### src/annexb_pkg.sv
// ----------------------------------------------------------------------------
// Annex B converter package
// Widths, codes and constants shared by the converter and its checker.
// ----------------------------------------------------------------------------
package annexb_pkg;

    localparam int LENGTH_BITS_DEF = 24;
    localparam int BYTE_W          = 8;
    localparam int LEN_W           = 24;
    localparam int TYPE_W          = 5;
    localparam int PAY_CNT_W       = 3;
    localparam int IN_TDATA_W      = 8;
    localparam int OUT_TDATA_W     = 40;

    localparam logic [LEN_W-1:0]  OUT_LEN_MAX = 24'hFF_FFFF;
    localparam logic [BYTE_W-1:0] START_BYTE  = 8'h01;
    localparam logic [1:0]        ZERO_RUN    = 2'd3;

    typedef enum logic {
        KIND_PAYLOAD = 1'b0,
        KIND_RECORD  = 1'b1
    } t_kind;

endpackage

### src/annexb_to_length_prefix_nal.sv
// ----------------------------------------------------------------------------
// Annex B to length-prefixed NAL converter
// Strips 00 00 00 01 start codes from a byte stream, passes payload bytes
// and emits a length/type record per closed unit.
// ----------------------------------------------------------------------------
// A byte is registered in the input skid register, then its words in the result countdown registers.
// Throughput: one byte per cycle while each byte yields at most one word and the output is
// not stalled; a byte yielding n words (up to 5) holds the result countdown until all n are taken.
// Input skid register frees the slave side while a result word waits.
// Reset: synchronous, active low; clears the stream state and all queued work.
module annexb_to_length_prefix_nal #(
    parameter int LENGTH_BITS = annexb_pkg::LENGTH_BITS_DEF
) (
    input  logic                               i_clk,
    input  logic                               i_rst_n,
    input  logic                               i_s_axis_tvalid,
    output logic                               o_s_axis_tready,
    // [7:0] data_byte
    input  logic [annexb_pkg::IN_TDATA_W-1:0]  i_s_axis_tdata,
    input  logic                               i_s_axis_tlast,
    output logic                               o_m_axis_tvalid,
    input  logic                               i_m_axis_tready,
    // [7:0] out_byte, [31:8] unit_length, [36:32] unit_type,
    // [37] length_saturated, [39:38] zero
    output logic [annexb_pkg::OUT_TDATA_W-1:0] o_m_axis_tdata,
    output logic                               o_m_axis_tlast,
    // [0] out_kind
    output logic [0:0]                         o_m_axis_tuser
);

    localparam int EXT_W = 33;

    // input skid register
    logic                             r_in_valid;
    logic [annexb_pkg::BYTE_W-1:0]    r_in_byte;
    logic                             r_in_last;

    // stream state
    logic [1:0]                       r_held_zeros, n_held_zeros;
    logic                             r_unit_open, n_unit_open;
    logic [LENGTH_BITS-1:0]           r_byte_count, n_byte_count;
    logic [annexb_pkg::TYPE_W-1:0]    r_header_type, n_header_type;
    logic                             r_count_overflow, n_count_overflow;

    // result countdown: payload words first, then at most one record
    logic [annexb_pkg::PAY_CNT_W-1:0] r_pay_cnt, n_pay_cnt;
    logic [annexb_pkg::BYTE_W-1:0]    r_pay_byte, n_pay_byte;
    logic                             r_rec_valid, n_rec_valid;
    logic [annexb_pkg::LEN_W-1:0]     r_rec_len, n_rec_len;
    logic [annexb_pkg::TYPE_W-1:0]    r_rec_type, n_rec_type;
    logic                             r_rec_sat, n_rec_sat;

    logic                             plan_empty;
    logic                             plan_last;
    logic                             plan_free;
    logic                             advance;
    logic                             out_fire;

    // single-pass work signals
    logic                             b_zero;
    logic                             is_sc;
    logic                             case_c;
    logic [1:0]                       hz1;
    logic [annexb_pkg::PAY_CNT_W-1:0] p1;
    logic [annexb_pkg::PAY_CNT_W-1:0] p2;
    logic [annexb_pkg::PAY_CNT_W-1:0] pay;
    logic                             open_b;
    logic [LENGTH_BITS-1:0]           c0;
    logic [annexb_pkg::TYPE_W-1:0]    t0;
    logic                             o0;
    logic [annexb_pkg::BYTE_W-1:0]    first_byte;
    logic [LENGTH_BITS:0]             sum;
    logic [LENGTH_BITS-1:0]           c1;
    logic [annexb_pkg::TYPE_W-1:0]    t1;
    logic                             o1;
    logic                             open1;
    logic                             pre_rec;
    logic                             post_rec;
    logic [LENGTH_BITS-1:0]           rec_cnt;
    logic                             rec_ovf;
    logic [EXT_W-1:0]                 rec_ext;
    logic                             rec_clamp;

    annexb_pkg::t_kind                out_kind;

    assign plan_empty = (r_pay_cnt == '0) && !r_rec_valid;
    assign plan_last  = ((r_pay_cnt == annexb_pkg::PAY_CNT_W'(1)) && !r_rec_valid)
                      || ((r_pay_cnt == '0) && r_rec_valid);
    assign plan_free  = plan_empty || (plan_last && i_m_axis_tready);
    assign advance    = r_in_valid && plan_free;
    assign out_fire   = o_m_axis_tvalid && i_m_axis_tready;

    assign o_s_axis_tready = !r_in_valid || plan_free;

    always_comb begin
        b_zero = (r_in_byte == '0);
        is_sc  = (r_in_byte == annexb_pkg::START_BYTE)
              && (r_held_zeros == annexb_pkg::ZERO_RUN);
        case_c = !b_zero && !is_sc;

        // hold zeros up to three; a fourth pushes the oldest out as payload
        if (b_zero) begin
            hz1 = (r_held_zeros == annexb_pkg::ZERO_RUN) ? annexb_pkg::ZERO_RUN
                                                          : r_held_zeros + 2'd1;
        end else begin
            hz1 = '0;
        end

        priority if (b_zero && (r_held_zeros == annexb_pkg::ZERO_RUN)) begin
            p1 = annexb_pkg::PAY_CNT_W'(1);
        end else if (case_c) begin
            p1 = annexb_pkg::PAY_CNT_W'(r_held_zeros) + annexb_pkg::PAY_CNT_W'(1);
        end else begin
            p1 = '0;
        end
        p2  = r_in_last ? annexb_pkg::PAY_CNT_W'(hz1) : '0;
        pay = p1 + p2;

        // a start code opens a fresh, empty unit
        open_b = r_unit_open || is_sc;
        c0     = is_sc ? '0 : r_byte_count;
        t0     = is_sc ? '0 : r_header_type;
        o0     = is_sc ? 1'b0 : r_count_overflow;
        if ((pay != '0) && !open_b) begin
            c0 = '0;
            t0 = '0;
            o0 = 1'b0;
        end

        first_byte = (case_c && (r_held_zeros == '0)) ? r_in_byte : '0;
        t1 = ((pay != '0) && (c0 == '0) && !o0)
           ? first_byte[annexb_pkg::TYPE_W-1:0] : t0;

        // saturate the count at all ones
        sum   = {1'b0, c0} + (LENGTH_BITS+1)'(pay);
        c1    = sum[LENGTH_BITS] ? '1 : sum[LENGTH_BITS-1:0];
        o1    = o0 || sum[LENGTH_BITS];
        open1 = open_b || (pay != '0);

        pre_rec  = is_sc && r_unit_open;
        post_rec = r_in_last && open1 && ((c1 != '0) || o1);

        rec_cnt   = pre_rec ? r_byte_count : c1;
        rec_ovf   = pre_rec ? r_count_overflow : o1;
        rec_ext   = EXT_W'(rec_cnt);
        rec_clamp = rec_ext > EXT_W'(annexb_pkg::OUT_LEN_MAX);

        n_held_zeros     = r_held_zeros;
        n_unit_open      = r_unit_open;
        n_byte_count     = r_byte_count;
        n_header_type    = r_header_type;
        n_count_overflow = r_count_overflow;
        n_pay_cnt        = r_pay_cnt;
        n_pay_byte       = r_pay_byte;
        n_rec_valid      = r_rec_valid;
        n_rec_len        = r_rec_len;
        n_rec_type       = r_rec_type;
        n_rec_sat        = r_rec_sat;

        if (advance) begin
            if (r_in_last) begin
                n_held_zeros     = '0;
                n_unit_open      = 1'b0;
                n_byte_count     = '0;
                n_header_type    = '0;
                n_count_overflow = 1'b0;
            end else begin
                n_held_zeros     = hz1;
                n_unit_open      = open1;
                n_byte_count     = c1;
                n_header_type    = t1;
                n_count_overflow = o1;
            end
            n_pay_cnt   = pay;
            n_pay_byte  = case_c ? r_in_byte : '0;
            n_rec_valid = pre_rec || post_rec;
            n_rec_len   = rec_clamp ? annexb_pkg::OUT_LEN_MAX
                                    : rec_ext[annexb_pkg::LEN_W-1:0];
            n_rec_type  = pre_rec ? r_header_type : t1;
            n_rec_sat   = rec_ovf || rec_clamp;
        end else if (out_fire) begin
            // drain payload words, then the record
            if (r_pay_cnt != '0) begin
                n_pay_cnt = r_pay_cnt - annexb_pkg::PAY_CNT_W'(1);
            end else begin
                n_rec_valid = 1'b0;
            end
        end
    end

    always_ff @(posedge i_clk) begin
        if (!i_rst_n) begin
            r_in_valid       <= 1'b0;
            r_held_zeros     <= '0;
            r_unit_open      <= 1'b0;
            r_byte_count     <= '0;
            r_header_type    <= '0;
            r_count_overflow <= 1'b0;
            r_pay_cnt        <= '0;
            r_rec_valid      <= 1'b0;
        end else begin
            if (o_s_axis_tready) begin
                r_in_valid <= i_s_axis_tvalid;
            end
            r_held_zeros     <= n_held_zeros;
            r_unit_open      <= n_unit_open;
            r_byte_count     <= n_byte_count;
            r_header_type    <= n_header_type;
            r_count_overflow <= n_count_overflow;
            r_pay_cnt        <= n_pay_cnt;
            r_rec_valid      <= n_rec_valid;
        end
    end

    always_ff @(posedge i_clk) begin
        if (o_s_axis_tready && i_s_axis_tvalid) begin
            r_in_byte <= i_s_axis_tdata[annexb_pkg::BYTE_W-1:0];
            r_in_last <= i_s_axis_tlast;
        end
        r_pay_byte <= n_pay_byte;
        r_rec_len  <= n_rec_len;
        r_rec_type <= n_rec_type;
        r_rec_sat  <= n_rec_sat;
    end

    always_comb begin
        o_m_axis_tvalid = !plan_empty;
        if (r_pay_cnt != '0) begin
            out_kind       = annexb_pkg::KIND_PAYLOAD;
            o_m_axis_tlast = (r_pay_cnt == annexb_pkg::PAY_CNT_W'(1)) && !r_rec_valid;
            // only the final payload word can carry a non-zero byte
            o_m_axis_tdata = annexb_pkg::OUT_TDATA_W'(
                (r_pay_cnt == annexb_pkg::PAY_CNT_W'(1)) ? r_pay_byte : '0);
        end else begin
            out_kind       = annexb_pkg::KIND_RECORD;
            o_m_axis_tlast = 1'b1;
            o_m_axis_tdata = {2'b00, r_rec_sat, r_rec_type, r_rec_len,
                              {annexb_pkg::BYTE_W{1'b0}}};
        end
        o_m_axis_tuser = out_kind;
    end

endmodule

### config.mk
export PLATFORM = sky130hd
export DESIGN_NAME = annexb_to_length_prefix_nal
export DESIGN_NICKNAME = d
export VERILOG_FILES = /design/src/annexb_pkg.sv /design/src/annexb_to_length_prefix_nal.sv
export SDC_FILE = /design/constraint.sdc
export NUM_CORES = 1
export LEC_CHECK = 0
export BUFFER_PORTS_ARGS = -buffer_cell sky130_fd_sc_hd__buf_2
export CAP_MARGIN = 20
export CORE_UTILIZATION = 32
export CTS_BUF_LIST = sky130_fd_sc_hd__clkbuf_8
export DETAILED_ROUTE_END_ITERATION = 8
export MAX_ROUTING_LAYER = met4
export PLACE_DENSITY_LB_ADDON = 0.25
export SYNTH_ARGS = -nofsm -noshare
export SYNTH_HDL_FRONTEND = slang
export SYNTH_SLANG_ARGS = --single-unit
### constraint.sdc
create_clock -name i_clk -period 9.1 [get_ports i_clk]
set_input_delay 0.91 -clock i_clk [delete_from_list [all_inputs] [get_ports i_clk]]
set_output_delay 0.91 -clock i_clk [all_outputs]
set_load 0.03 [all_outputs]
==> flow_summary.json <==
{
  "num_rows": 45,
  "worstSetupEndpointType": "flip-flop",
  "synth_area_per_cell_um2": 9.03,
  "dp_hpwl_mm": 9.63,
  "clock_skew_ns": 0.0138,
  "cts_setup_buffers": 0,
  "die_area_mm2": 0.0163,
  "grt_pass1_wl_mm": 22.3,
  "multiInputGateArea_mm2": 0.00261,
  "cap_violations": 0,
  "initial_core_util_pct": 32.9,
  "core_region_area_mm2": 0.0153,
  "stdcell_count": 796,
  "grt_max_degree": 44,
  "critPathSlowestCell": "or4_4",
  "antenna_found_initial": 0,
  "finalSetupViolations": 0,
  "leakagePower_nw": 2.18,
  "insertion_delay_ns": 0.39,
  "synthArstFlopShare_pct": 0,
  "cts_buffer_depth": 2,
  "path_max_fanout": 19,
  "port_buffers": 54,
  "netlist_instances": 559,
  "clkTransAtPathRegs_ns": 0.10,
  "p_total_mw": 1.36,
  "place_inst": 780,
  "nets": 606,
  "status": "finished, final reports clean",
  "synth.area.top_cells": "edfxtp_1 (28%), dfxtp_1 (15%), and2_1 (6.0%)",
  "vdd_drop_max_uv": 95.8,
  "final.fill_count": 1570,
  "cp.required_ns": 9.38,
  "ys_warn_count": 0,
  "rsz0062_at_grt": "false",
  "drcViolationCount": 0,
  "drt_iter0_drc": 279,
  "layout_commonest_cell": "buf_2",
  "slowest_delay_ns": 0.61,
  "post-route-util_pct": 36.9,
  "synth_cell_types": 66,
  "firstDrtPassIters": 5,
  "finalMaxSlewViolations": 0,
  "cts_buffers": 9,
  "worst_slew_pin_slew_ns": 1.06,
  "grt_util_all_layers_pct": 18.4,
  "max_freq_mhz": 158,
  "finalCritPeriodShare_pct": 69.4,
  "yosys.area.top_type_share_pct": 28.0,
  "postCtsHoldBufs": 0,
  "seq_area_mm2": 0.00217,
  "hold_class": "reg -> reg",
  "num_antenna_cells": 0,
  "cp_cell_sequence": "or4_4 -> nor3_1 -> nand2_1 -> or2_2 -> fa_1 -> or3_1 -> o21ai_0 -> nor3_2 -> buf_4 -> and2_1 -> ha_1 -> fa_1 -> a21oi_1 -> nor2_1 -> nand4_2 -> a21oi_1 -> a2111oi_2 -> nand3b_1 -> o41a_1",
  "num_io_pins": 57,
  "cts_tree": "done",
  "h-tree-depth": 3,
  "fin_setup_tns_ns": 0,
  "finalWeightedCongestion": 0.887,
  "cts_sinks": 85,
  "cts_resized": 0,
  "layout_common_cells": "buf_2 (54), and2_1 (48), edfxtp_1 (47)",
  "syn_to_final_growth_pct": 12.1,
  "wl_per_cell_um": 17.4,
  "vias": 4304,
  "layout-drive-gt1-share_pct": 15.9,
  "syn_area_mm2": 0.00505,
  "ys_ff_latch": 85,
  "die_w_um": 128,
  "grt_pass1_vias": 4190,
  "path_class": "reg -> reg",
  "cts_root_buf": "clkbuf_8",
  "synth-seq-area-share_pct": 43.0,
  "post-route-min-period_ns": 6.31,
  "worstPathArrival_ns": 6.59,
  "via_per_inst": 5.41,
  "cellPowerDensity_mw_per_mm2": 241,
  "die_h_um": 128,
  "ant_nets": 0,
  "synth_edf_count": 47,
  "hold_viol_final": 0,
  "grt.overflow.total": 0,
  "yosys.area.top_type": "edfxtp_1",
  "drt-total-wl_mm": 13.9,
  "max-slew-margin-rel_pct": 29.6,
  "cp-start-kind": "flip-flop",
  "ys.flop_type": "edfxtp_1"
}
[synthesized netlist by cell type (11+ instances only)]
| cell type | number |
|---|---|
| dfxtp_1 | 38 |
| nor3_1 | 17 |
| nor4_1 | 11 |
| a21o_1 | 13 |
| inv_1 | 17 |
| edfxtp_1 | 47 |
| clkbuf_1 | 34 |
| nand3_1 | 16 |
| nand2_1 | 44 |
| nor2_1 | 34 |
| ha_1 | 11 |
| and2_1 | 48 |
| a22oi_1 | 11 |
| o21ai_0 | 34 |
| a21oi_1 | 36 |
| a22o_1 | 12 |
[sequential cells by signal, summed over array words and instances (netlist names), 2 cells and up]
| signal | cells |
|---|---|
| r_byte_count | 24 |
| r_header_type | 5 |
| r_held_zeros | 2 |
| r_in_byte | 8 |
| r_pay_byte | 8 |
| r_pay_cnt | 3 |
| r_rec_len | 24 |
| r_rec_type | 5 |
[per-stage QoR]
step / hold slack, ns / cell area (µm²) / worst slack [ns]
floorplan: 0.443 / 5050 / 3.49
global placement: 0.460 / 5410 / 3.10
detailed placement: 0.463 / 5410 / 2.83
CTS: 0.491 / 5660 / 2.82
global route: 0.504 / 5660 / 2.38
finish: 0.492 / 5660 / 2.79
[layer usage]
metal / part of all wire (%) / up-vias / track usage, %
met5: 0 / - / -
met4: 2.4 / 0 / 7.75
met3: 4.1 / 24 / 2.85
met2: 46 / 113 / 29.0
met1: 47 / 2094 / 23.4
li1: - / 2073 / -
[critical path, delay by kind of cell, from the launching register on]
family	cells	cell delay [ns]
adders and majority gates	3	1.21
and+or+nand+nor	10	2.77
AOI/OAI and AO/OA	5	1.55
buffers and inverters	1	0.22
DFF	1	0.46
[cell families after synthesis]
group	Yosys count	synth area share [%]
and+or+nand+nor	228	25.5
other	1	0.0743
DFF	85	43.0
xor gates and xnor gates	10	1.74
muxes	1	0.198
buffers and inverters	66	5.48
adders and majority gates	13	3.52
AOI/OAI and AO/OA	155	20.5
[worst paths after layout]
| check | start | endpoint | slack, ns | depth (start not counted) |
|---|---|---|---|---|
| setup / recovery | r_in_byte[4]$_DFFE_PP_ | r_rec_valid$_SDFFE_PN0P_ | 2.79 | 19 |
| hold reg to reg | r_header_type[1]$_SDFFE_PN0P_ | r_header_type[1]$_SDFFE_PN0P_ | 0.49 | 1 |
| hold / removal | r_header_type[1]$_SDFFE_PN0P_ | r_header_type[1]$_SDFFE_PN0P_ | 0.49 | 1 |
| setup reg to reg | r_in_byte[4]$_DFFE_PP_ | r_rec_valid$_SDFFE_PN0P_ | 2.79 | 19 |
[final cells by class]
class                           instances  share of cell area (%)
Multi-Input combinational cell        409                    46.1
Sequential cell                        85                    38.4
Timing Repair Buffer                   58                    5.31
Tap cell                              211                    4.67
Clock inverter                          7                    2.21
Clock buffer                            9                    2.19
Inverter                               17                    1.13
[report_power, final]
group,total (mW),switching (mW),internal [mW]
combinational,0.530,0.375,0.155
clock,0.343,0.156,0.186
sequential,0.492,0.0249,0.467
total,1.36,0.556,0.808
(Power assumes the default switching activity.)
